## src/rtl/iurc_pkg.sv

```systemverilog
// ----------------------------------------------------------------------------
// iurc_pkg
// Shared types, codes and symbol coverage tables for the rare-symbol
// consensus block.
// ----------------------------------------------------------------------------
package iurc_pkg;

  localparam int LETTERS = 25;
  localparam int IDX_W   = 5;
  localparam int THR_W   = 7;
  localparam int PERCENT = 100;

  localparam logic [7:0]       ASCII_A    = 8'd65;
  localparam logic [7:0]       ASCII_Y    = 8'd89;
  localparam logic [7:0]       GAP_CHAR   = 8'd45;
  localparam logic [THR_W-1:0] THR_RESET  = 7'd100;

  // request function codes
  localparam logic [1:0] FUNC_CLEAR  = 2'd0;
  localparam logic [1:0] FUNC_GLOBAL = 2'd1;
  localparam logic [1:0] FUNC_COLUMN = 2'd2;

  // register index, taken from paddr[2]
  localparam logic REG_THRESHOLD = 1'b0;

  // per-cycle update strobes broadcast to every cell
  typedef struct packed {
    logic glob;
    logic loc;
    logic clr_all;
    logic clr_loc;
  } upd_t;

  // scan token handed from cell to cell
  typedef struct packed {
    logic             valid;
    logic             found;
    logic [IDX_W-1:0] pos;
    logic [IDX_W-1:0] idx;
  } scan_ctl_t;

  function automatic logic [LETTERS-1:0] letter_bit(input logic [7:0] ch);
    logic [7:0] off;
    letter_bit = '0;
    off = ch - ASCII_A;
    letter_bit[off[IDX_W-1:0]] = 1'b1;
  endfunction

  localparam logic [LETTERS-1:0] COVER_A =
    letter_bit("W") | letter_bit("R") | letter_bit("M") | letter_bit("V") |
    letter_bit("H") | letter_bit("D") | letter_bit("N");
  localparam logic [LETTERS-1:0] COVER_C =
    letter_bit("M") | letter_bit("Y") | letter_bit("S") | letter_bit("B") |
    letter_bit("V") | letter_bit("H") | letter_bit("N");
  localparam logic [LETTERS-1:0] COVER_G =
    letter_bit("R") | letter_bit("K") | letter_bit("S") | letter_bit("B") |
    letter_bit("V") | letter_bit("D") | letter_bit("N");
  localparam logic [LETTERS-1:0] COVER_T =
    letter_bit("W") | letter_bit("K") | letter_bit("Y") | letter_bit("B") |
    letter_bit("H") | letter_bit("D") | letter_bit("N");

  // letters that one symbol adds to: its own, plus ambiguity codes for bases
  function automatic logic [LETTERS-1:0] cover_mask(input logic [7:0] sym);
    logic [LETTERS-1:0] m;
    logic [7:0]         off;
    m   = '0;
    off = sym - ASCII_A;
    if (sym >= ASCII_A && sym <= ASCII_Y) begin
      m[off[IDX_W-1:0]] = 1'b1;
    end
    unique case (sym)
      "A": m = m | COVER_A;
      "C": m = m | COVER_C;
      "G": m = m | COVER_G;
      "T", "U": m = m | COVER_T;
      default: m = m;
    endcase
    cover_mask = m;
  endfunction

endpackage

```

## src/rtl/iurc_cell.sv

```systemverilog
// ----------------------------------------------------------------------------
// iurc_cell
// One letter of the alphabet: global and column counters, plus one step of
// the consensus scan that passes the running best to the next cell.
// ----------------------------------------------------------------------------
module iurc_cell #(
  parameter int GLOBAL_COUNT_BITS = 32,
  parameter int COLUMN_COUNT_BITS = 16
) (
  input  logic                           clk,
  input  logic                           rst,
  input  iurc_pkg::upd_t                 upd,
  input  logic                           hit,
  input  logic [COLUMN_COUNT_BITS+7:0]   thr_prod,
  input  iurc_pkg::scan_ctl_t            ctl_in,
  input  logic [GLOBAL_COUNT_BITS-1:0]   best_in,
  output iurc_pkg::scan_ctl_t            ctl_out,
  output logic [GLOBAL_COUNT_BITS-1:0]   best_out
);

  localparam int PW = COLUMN_COUNT_BITS + 8;
  localparam logic [GLOBAL_COUNT_BITS-1:0] GMAX = {GLOBAL_COUNT_BITS{1'b1}};
  localparam logic [COLUMN_COUNT_BITS-1:0] CMAX = {COLUMN_COUNT_BITS{1'b1}};

  logic [GLOBAL_COUNT_BITS-1:0] gcnt;
  logic [COLUMN_COUNT_BITS-1:0] lcnt;
  logic [PW-1:0]                lim;
  logic                         cand;
  logic                         take;

  // local >= floor(p/100)  <=>  100*(local+1) > p
  assign lim  = (PW'(lcnt) + PW'(1)) * PW'(iurc_pkg::PERCENT);
  assign cand = lim > thr_prod;
  assign take = ctl_in.valid && cand && (gcnt < best_in);

  always_ff @(posedge clk) begin
    if (rst || upd.clr_all) begin
      gcnt <= '0;
    end else if (upd.glob && hit && gcnt != GMAX) begin
      gcnt <= gcnt + 1'b1;
    end
  end

  always_ff @(posedge clk) begin
    if (rst || upd.clr_all || upd.clr_loc) begin
      lcnt <= '0;
    end else if (upd.loc && hit && lcnt != CMAX) begin
      lcnt <= lcnt + 1'b1;
    end
  end

  always_ff @(posedge clk) begin
    if (rst) begin
      ctl_out.valid <= 1'b0;
    end else begin
      ctl_out.valid <= ctl_in.valid;
    end
    ctl_out.found <= ctl_in.found | take;
    ctl_out.pos   <= ctl_in.pos + 1'b1;
    ctl_out.idx   <= take ? ctl_in.pos : ctl_in.idx;
    best_out      <= take ? gcnt : best_in;
  end

endmodule

```

## config.mk

```make
export PLATFORM = sky130hd
export DESIGN_NAME = iurc_cell
export DESIGN_NICKNAME = d
export VERILOG_FILES = /design/src/rtl/iurc_pkg.sv /design/src/rtl/iurc_cell.sv
export SDC_FILE = /design/constraint.sdc
export NUM_CORES = 1
export LEC_CHECK = 0
export BUFFER_PORTS_ARGS = -buffer_cell sky130_fd_sc_hd__buf_2
export CAP_MARGIN = 10
export CORE_MARGIN = 10
export CORE_UTILIZATION = 55
export DETAILED_ROUTE_END_ITERATION = 16
export GPL_TIMING_DRIVEN = 0
export MAX_ROUTING_LAYER = met4
export PLACE_DENSITY = 0.79
export SLEW_MARGIN = 5
export SYNTH_ARGS = -nofsm -noshare
export SYNTH_HDL_FRONTEND = slang
export SYNTH_SLANG_ARGS = --single-unit
export TNS_END_PERCENT = 50
```

## constraint.sdc

```tcl
create_clock -name clk -period 10.4 [get_ports clk]
set_input_delay 0.52 -clock clk [delete_from_list [all_inputs] [get_ports clk]]
set_output_delay 0.52 -clock clk [all_outputs]
set_load 0.1 [all_outputs]
```

==> reports/results.tsv, run 1 <==
stage	metric	value	unit
run_status	status	finished clean	
pwr	power.density	107.0	mW/mm²
synthesis	netlist_area	0.006889	mm²
timing	drv_slew	0	
synthesis	synth_cells	781	
global_routing	grt_max_degree	16	
cells_and_area	n_antenna_cell	0	
run	drv_cap	0	
pwr	leakage	4.199	nW
global_routing	track_usage	17.37	%
critical_path	r2r_end	best_out[25]	
critical_path	reg2reg_from	lcnt[0]	
clock_tree	cts_buffers	9	
critical_path	crit_end	best_out[25]	
drt	ant_nets	0	
synthesis	ys_seq_elements	92	
critical_path	worst_ep_required_time	10.63	ns
synthesis	synth_edf_count	0	
timing	slew_headroom	53.24	%
placement	port_buffers	118	
clock_tree	cts.sinks	92	
clock_tree	cts_max_level	3	
clock_tree	cts_hold_buf	0	
global_routing	grt_pass1_wl	25190	µm
synthesis	yosys_warnings	0	
timing	worstMarginPinSlew	0.6960	ns
floorplanning	io_pins	119	
timing	rsz0062_at_grt	false	
cells_and_area	area_delta_synth_final	16.49	%
hold_path	min_path_type	in -> reg	
cells_and_area	drive_gt1_share	19.67	%
floorplanning	initial_utilization	56.65	%
critical_path	startpoint_type	register	
global_routing	gr-total-overflow	0	
synthesis	ys.flop_type	dfxtp_1	
clock_tree	clk_pin_slew	0.06	ns
clock_tree	clk-insertion-delay-late	0.34	ns
timing	fmaxAchievable	144.2	MHz
cells_and_area	nets	1109	
drt	firstDrtPassIters	4	
critical_path	worstPathArrival	7.16	ns
global_routing	grt_pass1_vias	5522	
cells_and_area	finish.utilization	65.99	%
pwr	worst_ir_drop_vdd	117.4	µV
clock_tree	root_buffer	clkbuf_16	
clock_tree	cts_setup_buffers	0	
clock_tree	cts_tree	yes	
floorplanning	core	0.01216	mm²
floorplanning	dieArea	0.01740	mm²
floorplanning	die_h	131.9	µm
timing	finalSetupViolCount	0	
timing	period_needed	6.933	ns
synthesis	syn-num-nets	980	
floorplanning	num_rows	40	
drt	num_vias	5608	
global_routing	antenna_found_initial	0	
timing	fin_crit_sh	66.66	%
synthesis	yosysSeqAreaShare	26.73	%
synthesis	ys_types	58	
synthesis	synth_top_area_share	26.73	%
timing	finalClockSkew	0.007507	ns
synthesis	async_flop_share	0	%
drt	drt_wl_total	14820	µm
floorplanning	die-width	131.9	µm
timing	setup_tns	0	ns
timing	finalHoldViolations	0	
synthesis	netlist_top_cells_area	dfxtp_1 (27%), ha_1 (21%), xnor2_1 (6.2%)	
synthesis	avgSynthCellArea	8.821	µm²
critical_path	crit_path_start	lcnt[0]	
clock_tree	cts_resized	0	
placement	dp_hpwl	12400	µm
synthesis	yosysTopAreaCell	dfxtp_1	
drt	drt-initial-drc-count	155	
clock_tree	cts_buffer_depth	2	
critical_path	critPathMaxFanout	10	
drt	avgViaCountPerCell	5.178	
placement	gp_congestion	0.8760	
drt	wl_per_cell	13.69	µm
critical_path	reg2reg_depth	27	
critical_path	critPathCaptureType	register	
drt	drc	0	
critical_path	critical_path_class	reg -> reg	
critical_path	rrSetupSlack	3.47	ns
-- critical path, cell delays in order, from the launching register on --
cell	delay, ns
dfxtp_1	0.44
and3_1	0.18
nand3_1	0.25
nor2_1	0.27
and3_1	0.22
xnor2_1	0.21
inv_1	0.13
ha_1	0.32
ha_1	0.28
inv_1	0.05
fa_1	0.50
inv_1	0.04
ha_1	0.34
a21o_1	0.17
a21oi_1	0.25
o21ai_0	0.13
a41oi_1	0.27
or4b_1	0.45
o311ai_0	0.12
ha_1	0.31
nand4_1	0.12
a21oi_1	0.06
or4b_1	0.57
a21oi_1	0.27
a211o_1	0.17
buf_6	0.16
buf_6	0.20
mux2_4	0.31
-- placed cells by master, fill, tap and decap left out, types with 4 or more instances in the layout --
cell type | synthesis | final
a211oi_1 | 5 | 5
a21o_1 | 12 | 12
a21oi_1 | 30 | 30
a31oi_1 | 5 | 5
and2_1 | 6 | 6
and3_1 | 11 | 11
and4_1 | 8 | 8
buf_2 | 3 | 121
clkbuf_1 | 10 | 10
clkbuf_16 | 0 | 9
dfxtp_1 | 92 | 92
fa_1 | 11 | 11
ha_1 | 113 | 113
inv_1 | 114 | 114
mux2_2 | 18 | 18
mux2_4 | 15 | 15
mux2i_1 | 5 | 5
nand2_1 | 37 | 37
nand3_1 | 23 | 23
nand4_1 | 21 | 21
nor2_1 | 72 | 72
nor2b_1 | 4 | 4
nor3_1 | 13 | 13
o21a_1 | 6 | 6
o21ai_0 | 18 | 18
or3_1 | 7 | 7
xnor2_1 | 49 | 49
xor2_1 | 29 | 29
-- synthesized netlist by cell type, types with 6 or more instances --
cell and number:
a21o_1 12, a21oi_1 30, and2_1 6, and3_1 11
and4_1 8, clkbuf_1 10, dfxtp_1 92, fa_1 11
ha_1 113, inv_1 114, mux2_2 18, mux2_4 15
nand2_1 37, nand3_1 23, nand4_1 21, nor2_1 72
nor3_1 13, o21a_1 6, o21ai_0 18, or3_1 7
xnor2_1 49, xor2_1 29
-- cell families (layout without fill, tap and decap cells) --
family | after synthesis | after routing | synth area share, %
and+or+nand+nor | 218 | 218 | 15.95
buffers and inverters | 133 | 267 | 7.701
adders and majority gates | 124 | 124 | 23.72
AOI/OAI and AO/OA | 98 | 98 | 9.045
DFF | 92 | 92 | 26.73
xor gates and xnor gates | 78 | 78 | 9.916
muxes | 38 | 38 | 6.938
-- sequential cells by signal, indices dropped and copies added (netlist names) --
signal,flops
best_out,32
gcnt,32
lcnt,16
ctl_out,12
-- per-layer routing --
layer | part of all wire, % | global-route usage, % | routed length [µm]
met1 | 43 | 19.31 | 6344
met2 | 51 | 30.75 | 7626
met3 | 4.4 | 3.544 | 656
met4 | 1.3 | 4.759 | 195
met5 | 0 | - | 0
-- worst min path at each step --
stage	from	endpoint	slack, ns	cells after the start
final	rst	ctl_out[11]	0.35	2
after global routing	rst	ctl_out[11]	0.36	2
after CTS	rst	ctl_out[11]	0.34	2
after detailed placement	gcnt[15]	gcnt[15]	0.52	2
after global placement	gcnt[15]	gcnt[15]	0.51	2
after floorplan	gcnt[15]	best_out[15]	0.48	2
-- metrics by stage --
stage	hold slack (ns)	power (mW)	cells	worst slack [ns]	cell area [µm²]
2_1_floorplan	0.4805	0.4749	781	4.376	6889
3_3_place_gp	0.5084	0.5070	1067	3.495	7690
3_5_place_dp	0.5199	0.5092	1067	3.471	7690
4_1_cts	0.3426	0.8662	1083	3.439	8025
5_1_grt	0.3573	0.8882	1083	2.971	8025
6_report	0.3479	0.8587	1083	3.467	8025
-- layout make-up --
class	count	area, µm²
well taps	168	210.2
multi-input cells	556	4517
repair buffers	118	590.6
clock inverters	5	82.58
flip-flops and latches	92	1842
plain buffers	19	102.6
clock buffers	11	252.7
fillers	1018	4136
inverters	114	427.9
-- power breakdown --
group	switching (mW)	internal, mW	leakage [nW]
combinational	0.102	0.0337	3.28
sequential	0.00273	0.362	0.758
clock	0.134	0.224	0.166
Note: power is estimated with default switching activity, not from simulation.
==> run 2: changes to the inputs <==
- clock period: 10.4 -> 7.1 ns (I/O delays scaled with it)
==> run 2 against run 1 <==
Sequential share of layout area down 0.056 points. Highest routed layer unchanged. Fmax up 3.9%. First-iteration DRC count up 21%. Largest cell class unchanged. Count of clock-buffer cells in the layout unchanged. Total power up 47%. Worst hold slack worse by 0.17 ns. Core utilization up 0.21 points. Flip-flop and latch count unchanged. Critical endpoint unchanged.
==> reports/results.tsv, run 2 (synthesis gave the netlist of run 1 again) <==
stage	metric	value	unit	change
critical_path	cp_slowest_cell	or4b_1		
pwr	p_int	0.9089	mW	+46%
pwr	power.density	156.3	mW/mm²	+46%
cells_and_area	drive_gt1_share	20.33	%	+0.66 points
clock_tree	cts_buffers	9		unchanged
pwr	p_sw	0.3493	mW	+47%
global_routing	track_usage	17.37	%	unchanged
cells_and_area	layout_common_cells	buf_2 (121), inv_1 (114), ha_1 (113)		
placement	port_buffers	118		unchanged
global_routing	grt_pass1_wl	25190	µm	unchanged
drt	drt_wl_total	14920	µm	+0.66%
pwr	pwr-share-seq	42.5	%	about the same
floorplanning	dieArea	0.01740	mm²	unchanged
cells_and_area	area_delta_synth_final	16.85	%	
timing	timing.hold.ws	0.1827	ns	-0.1652 ns
pwr	combPwrFrac	15.8	%	about the same
pwr	worst_ir_drop_vdd	172.2	µV	+47%
hold_path	min_from	rst		
clock_tree	clk_pin_slew	0.06	ns	about the same
critical_path	cpMostUsedCell	ha_1		
critical_path	critPathMaxFanout	10		unchanged
floorplanning	initial_utilization	56.65	%	unchanged
clock_tree	cts_tree	yes		
cells_and_area	reg_top3	best_out x32, gcnt x32, lcnt x16		
critical_path	reg2reg_from	lcnt[4]		
drt	drc	0		unchanged
critical_path	cp_slowest_stage_delay	0.58	ns	about the same
hold_path	min_path_type	in -> reg		
cells_and_area	final_common_cell	buf_2		
cells_and_area	nFillCells	1014		-0.39%
timing	finalSetupViolCount	0		unchanged
pwr	leakage	4.200	nW	about the same
timing	period_needed	6.674	ns	-0.2589 ns
timing	worstMarginPinSlew	0.5686	ns	-0.1274 ns
drt	drt-initial-drc-count	187		+21%
run_status	status	finished clean		
timing	finalClockSkew	0.007318	ns	-0.0001890 ns
critical_path	worst_ep_required_time	7.33	ns	-3.30 ns
drt	wl_per_cell	13.78	µm	+0.66%
drt	num_vias	5607		-0.018%
timing	fmaxAchievable	149.8	MHz	+3.9%
clock_tree	cts.sinks	92		unchanged
global_routing	gr-total-overflow	0		unchanged
floorplanning	io_pins	119		unchanged
critical_path	startpoint_type	register		
clock_tree	cts_max_level	3		unchanged
cells_and_area	nets	1109		unchanged
floorplanning	num_rows	40		unchanged
pwr	swShare	27.76	%	about the same
critical_path	worstPathArrival	6.90	ns	-0.26 ns
timing	slew_headroom	61.11	%	+7.9 points
global_routing	grt_pass1_vias	5522		unchanged
drt	avgViaCountPerCell	5.177		about the same
hold_path	holdPathEnd	ctl_out[11]		
critical_path	critical_path_class	reg -> reg		
hold_path	worstHoldPathCells	2		unchanged
timing	finalHoldViolations	0		unchanged
timing	drv_slew	0		unchanged
critical_path	rrSetupSlack	0.43	ns	-3.04 ns
cells_and_area	seq_area	0.001843	mm²	about the same
pwr	power_frac_clock	41.7	%	about the same
timing	fin_crit_sh	94.00	%	+27 points
floorplanning	core	0.01216	mm²	unchanged
clock_tree	cts_resized	0		unchanged
global_routing	grt_max_degree	16		unchanged
drt	ant_nets	0		unchanged
global_routing	antenna_found_initial	0		unchanged
drt	firstDrtPassIters	4		unchanged
placement	gp_congestion	0.8760		unchanged
clock_tree	cts_buffer_depth	2		unchanged
cells_and_area	n_antenna_cell	0		unchanged
run	drv_cap	0		unchanged
cells_and_area	finish.utilization	66.19	%	+0.21 points
cells_and_area	multi_input_area	0.004541	mm²	+0.53%
placement	dp_hpwl	12400	µm	unchanged
critical_path	r2r_end	best_out[25]		
clock_tree	cts_hold_buf	0		unchanged
floorplanning	die-width	131.9	µm	unchanged
clock_tree	cts_setup_buffers	0		unchanged
pwr	total_power	1.258	mW	+47%
clock_tree	root_buffer	clkbuf_16		
critical_path	reg2reg_depth	27		unchanged
floorplanning	die_h	131.9	µm	unchanged
clock_tree	clk-insertion-delay-late	0.34	ns	about the same
critical_path	critPathCaptureType	register		
==> run 2: how the worst max path moves through the flow <==
stage / end / slack (ns) / from
floorplan: best_out[12] / 1.08 / lcnt[0]
global placement: best_out[30] / 0.19 / lcnt[0]
detailed placement: best_out[25] / 0.17 / lcnt[0]
CTS: best_out[25] / 0.14 / lcnt[0]
global route: best_out[22] / -0.03 / lcnt[4]
finish: best_out[25] / 0.43 / lcnt[4]
==> run 2: power groups by stage <==
stage / clock network (mW) / registers (mW) / logic [mW]
after global routing: 0.554 / 0.536 / 0.212
after floorplan: 0 / 0.651 / 0.0450
after global placement: 0 / 0.546 / 0.197
after CTS: 0.534 / 0.535 / 0.200
after detailed placement: 0 / 0.546 / 0.200
final: 0.525 / 0.535 / 0.198
==> run 2: worst max-delay path: cells and delay by family, from the launching register on <==
family | cells | cell delay [ns]
buf+inv | 5 | 0.58
mux | 1 | 0.31
xor+xnor | 1 | 0.21
fa+ha+maj | 5 | 1.74
flops | 1 | 0.40
simple gates | 7 | 1.94
compound gates | 8 | 1.35
==> run 2: metrics by stage <==
stage	TNS, ns	worst slack (ns)	instance area, µm²	cells
after floorplan	0	1.076	6889	781
after global placement	0	0.1950	7690	1067
after detailed placement	0	0.1709	7690	1067
after CTS	0	0.1386	8025	1083
after global routing	-0.2209	-0.02824	8050	1083
final	0	0.4262	8050	1083
==> run 2: area by class of cell <==
cell class / instances / share of cell area, %
Clock inverter: 5 / 1.026
Sequential cell: 92 / 22.89
Clock buffer: 11 / 3.140
Multi-Input combinational cell: 556 / 56.40
Timing Repair Buffer: 118 / 7.336
Inverter: 114 / 5.316
Tap cell: 168 / 2.611
Buffer: 19 / 1.274
==> run 2: per-layer routing <==
metal | track usage (%) | vias to the layer above | share of wire [%]
met1 | 19.31 | 2602 | 43
li1 | - | 2909 | -
met5 | - | - | 0
met3 | 3.544 | 9 | 4.3
met4 | 4.759 | 0 | 1.1
met2 | 30.75 | 87 | 52
==> run 3: changes to the inputs <==
- ABC_AREA: default -> 1
==> run 3 against run 2 <==
Combinational power is 22% higher. Design area rose by 9.2%. Worst hold slack improved by 0.0025 ns. Wire length increased by 29%. Flip-flop and latch count did not move.
==> reports/results.tsv, run 3 <==
stage	metric	value	unit	change
critical_path	worst-path-buf-inv	4		-1
synthesis	synth_xor_area_share	5.583	%	-4.3 points
timing	period_needed	5.949	ns	-0.7248 ns
synthesis	synth_edf_count	0		unchanged
drt	avgViaCountPerCell	5.051		-2.4%
timing	setup_tns	0	ns	unchanged
synthesis	yosysTopAreaCell	dfxtp_1		
global_routing	gr-total-overflow	0		unchanged
synthesis	ys_types	36		-38%
cells_and_area	drive_gt1_share	13.87	%	-6.5 points
clock_tree	cts.sinks	92		unchanged
clock_tree	clk-insertion-delay-late	0.35	ns	about the same
cells_and_area	nFillCells	1304		+29%
critical_path	startpoint_type	register		
timing	fin_crit_sh	83.79	%	-10 points
critical_path	rrSetupSlack	1.15	ns	+0.72 ns
synthesis	ys_seq_elements	92		unchanged
cells_and_area	n_antenna_cell	0		unchanged
floorplanning	io_pins	119		unchanged
global_routing	track_usage	19.84	%	+2.5 points
synthesis	synth_top_family_by_area	simple AND/OR/NAND/NOR gates		
critical_path	critPathMaxFanout	10		unchanged
synthesis	synth_cells	1137		+46%
global_routing	antenna_found_initial	0		unchanged
timing	finalHoldViolations	0		unchanged
hold_path	min_from	ctl_in[10]		
synthesis	avgSynthCellArea	6.761	µm²	-23%
clock_tree	cts_resized	0		unchanged
timing	slew_headroom	60.76	%	-0.35 points
timing	worstMarginPinSlew	0.5886	ns	+0.02000 ns
drt	firstDrtPassIters	5		+1
pwr	leakage	4.766	nW	+13%
clock_tree	cts_tree	yes		
synthesis	yosys_warnings	0		unchanged
run	drv_cap	0		unchanged
placement	gp_congestion	0.9474		+8.2%
hold_path	worstHoldPathCells	3		+1
drt	num_vias	7319		+31%
critical_path	critPathCaptureType	register		
drt	drt-initial-drc-count	454		+140%
critical_path	cpMostUsedCell	nand2_1		
timing	rsz0062_at_grt	false		
cells_and_area	reg_top3	best_out x32, gcnt x32, lcnt x16		
hold_path	holdPathEnd	ctl_out[10]		
run_status	status	finished clean		
synthesis	netlist_area	0.007687	mm²	+12%
synthesis	syn-num-nets	1336		+36%
synthesis	ys.flop_type	dfxtp_1		
synthesis	yosysMostFrequentCell	nand2_1		
synthesis	synth_top_area_share	23.96	%	-2.8 points
pwr	power.density	143.5	mW/mm²	-8.2%
drt	wl_per_cell	13.26	µm	-3.8%
timing	timing.hold.ws	0.1852	ns	+0.002497 ns
global_routing	grt_pass1_wl	31630	µm	+26%
global_routing	grt_pass1_vias	6730		+22%
synthesis	yosysSeqAreaShare	23.96	%	-2.8 points
critical_path	reg2reg_from	lcnt[0]		
synthesis	synthMuxAreaShare	0	%	-6.9 points
critical_path	r2r_end	best_out[7]		
drt	drc	0		unchanged
timing	fmaxAchievable	168.1	MHz	+12%
clock_tree	cts_buffers	9		unchanged
cells_and_area	area_delta_synth_final	14.40	%	
critical_path	cp_slowest_cell	fa_1		
drt	ant_nets	0		unchanged
clock_tree	cts_hold_buf	0		unchanged
synthesis	synth-compound-area-share	7.943	%	-1.1 points
synthesis	yosys-top-cells-count	nand2_1 (339), inv_1 (184), ha_1 (113)		
global_routing	grt_max_degree	14		-2
pwr	worst_ir_drop_vdd	116.6	µV	-32%
clock_tree	root_buffer	clkbuf_16		
floorplanning	core	0.01377	mm²	+13%
critical_path	crit_family	simple AND/OR/NAND/NOR gates		
cells_and_area	layout_common_cells	nand2_1 (339), inv_1 (184), buf_2 (124)		
floorplanning	dieArea	0.01911	mm²	+9.8%
hold_path	min_path_type	in -> reg		
drt	drt_wl_total	19210	µm	+29%
clock_tree	cts_buffer_depth	2		unchanged
critical_path	cp_slowest_stage_delay	0.49	ns	-0.09 ns
timing	finalClockSkew	0.008752	ns	+0.001434 ns
timing	finalSetupViolCount	0		unchanged
clock_tree	clk_pin_slew	0.06	ns	about the same
cells_and_area	nets	1465		+32%
placement	dp_hpwl	15710	µm	+27%
critical_path	reg2reg_depth	31		+15%
floorplanning	num_rows	43		+7.5%
synthesis	netlist_top_cells_area	dfxtp_1 (24%), ha_1 (18%), nand2_1 (17%)		
synthesis	async_flop_share	0	%	unchanged
critical_path	worst_ep_required_time	7.38	ns	+0.05 ns
synthesis	synth_fa_ha_area_share	21.26	%	-2.5 points
floorplanning	die-width	138.2	µm	+4.8%
critical_path	worstPathArrival	6.23	ns	-0.67 ns
synthesis	synthSimpleGateAreaFrac	29.83	%	+14 points
cells_and_area	final_common_cell	nand2_1		
floorplanning	initial_utilization	55.81	%	-0.83 points
floorplanning	die_h	138.2	µm	+4.8%
clock_tree	cts_max_level	3		unchanged
critical_path	critical_path_class	reg -> reg		
placement	port_buffers	118		unchanged
timing	drv_slew	0		unchanged
clock_tree	cts_setup_buffers	0		unchanged
## run 3: cell types whose count changed after synthesis, sizes merged, moves of 8 or more
cell and delta:
o21ai +8, xor2 +10, nand4 -11, xnor2 -39
and3 -10, mux2 -33, a21oi +42, and4 -10
nor3 +11, inv +75, nand3 +43, nand2 +308
nor2 +20, buf +11
## run 3: worst reg2reg max path: cells and delay by family, from the launching register on
kind / cells / cell delay, ns
AOI/OAI and AO/OA: 1 / 0.21
buffers and inverters: 4 / 0.60
DFF: 1 / 0.42
xor gates and xnor gates: 1 / 0.37
and+or+nand+nor: 19 / 2.31
adders and majority gates: 6 / 1.98
## run 3: kinds of logic after synthesis
group           Yosys count
compound gates          115
buf+inv                 213
simple gates            544
xor+xnor                 49
flops                    92
fa+ha+maj               124
## run 3: final cells by class
| type | count | area, µm² | area share (%) |
|---|---|---|---|
| well taps | 180 | 225.2 | 2.561 |
| inverters | 190 | 713.2 | 8.109 |
| clock buffers | 12 | 256.5 | 2.916 |
| flip-flops and latches | 92 | 1842 | 20.94 |
| repair buffers | 118 | 590.6 | 6.715 |
| clock inverters | 2 | 35.03 | 0.3983 |
| multi-input cells | 832 | 4967 | 56.48 |
| plain buffers | 23 | 165.2 | 1.878 |
## run 3: worst max-delay path by stage
stage | from | endpoint | slack, ns | cells past startpoint
after global placement | lcnt[0] | best_out[4] | 1.21 | 31
final | lcnt[0] | best_out[7] | 1.15 | 31
after CTS | lcnt[0] | best_out[7] | 1.15 | 31
after floorplan | lcnt[0] | best_out[23] | 2.27 | 33
after detailed placement | lcnt[0] | best_out[7] | 1.21 | 31
after global routing | lcnt[0] | best_out[3] | 0.53 | 31
## run 3: per-layer routing
layer	vias up	global-route usage (%)	routed length, µm	share of wire, %
met4	0	3.996	208	1.1
met5	-	-	0	0
met3	18	4.041	1126	5.9
li1	3842	-	-	-
met1	3275	28.34	9790	51
met2	184	28.09	8081	42
## run 3: power breakdown
part,switching [mW],total [mW],internal [mW],leakage (nW)
Clock,0.196,0.483,0.288,0.145
Sequential,0.00456,0.537,0.532,0.758
Combinational,0.184,0.242,0.0582,3.86
## run 3: per-stage QoR
step | total power, mW | area [µm²] | cells | worst slack, ns | util (%)
after global routing | 1.314 | 8795 | 1449 | 0.5252 | 63.85
after floorplan | 0.7316 | 7687 | 1137 | 2.267 | -
after global placement | 0.7868 | 8503 | 1435 | 1.212 | 61.74
final | 1.262 | 8795 | 1449 | 1.151 | 63.85
after detailed placement | 0.7909 | 8503 | 1435 | 1.208 | 61.74
after CTS | 1.270 | 8795 | 1449 | 1.145 | 63.85
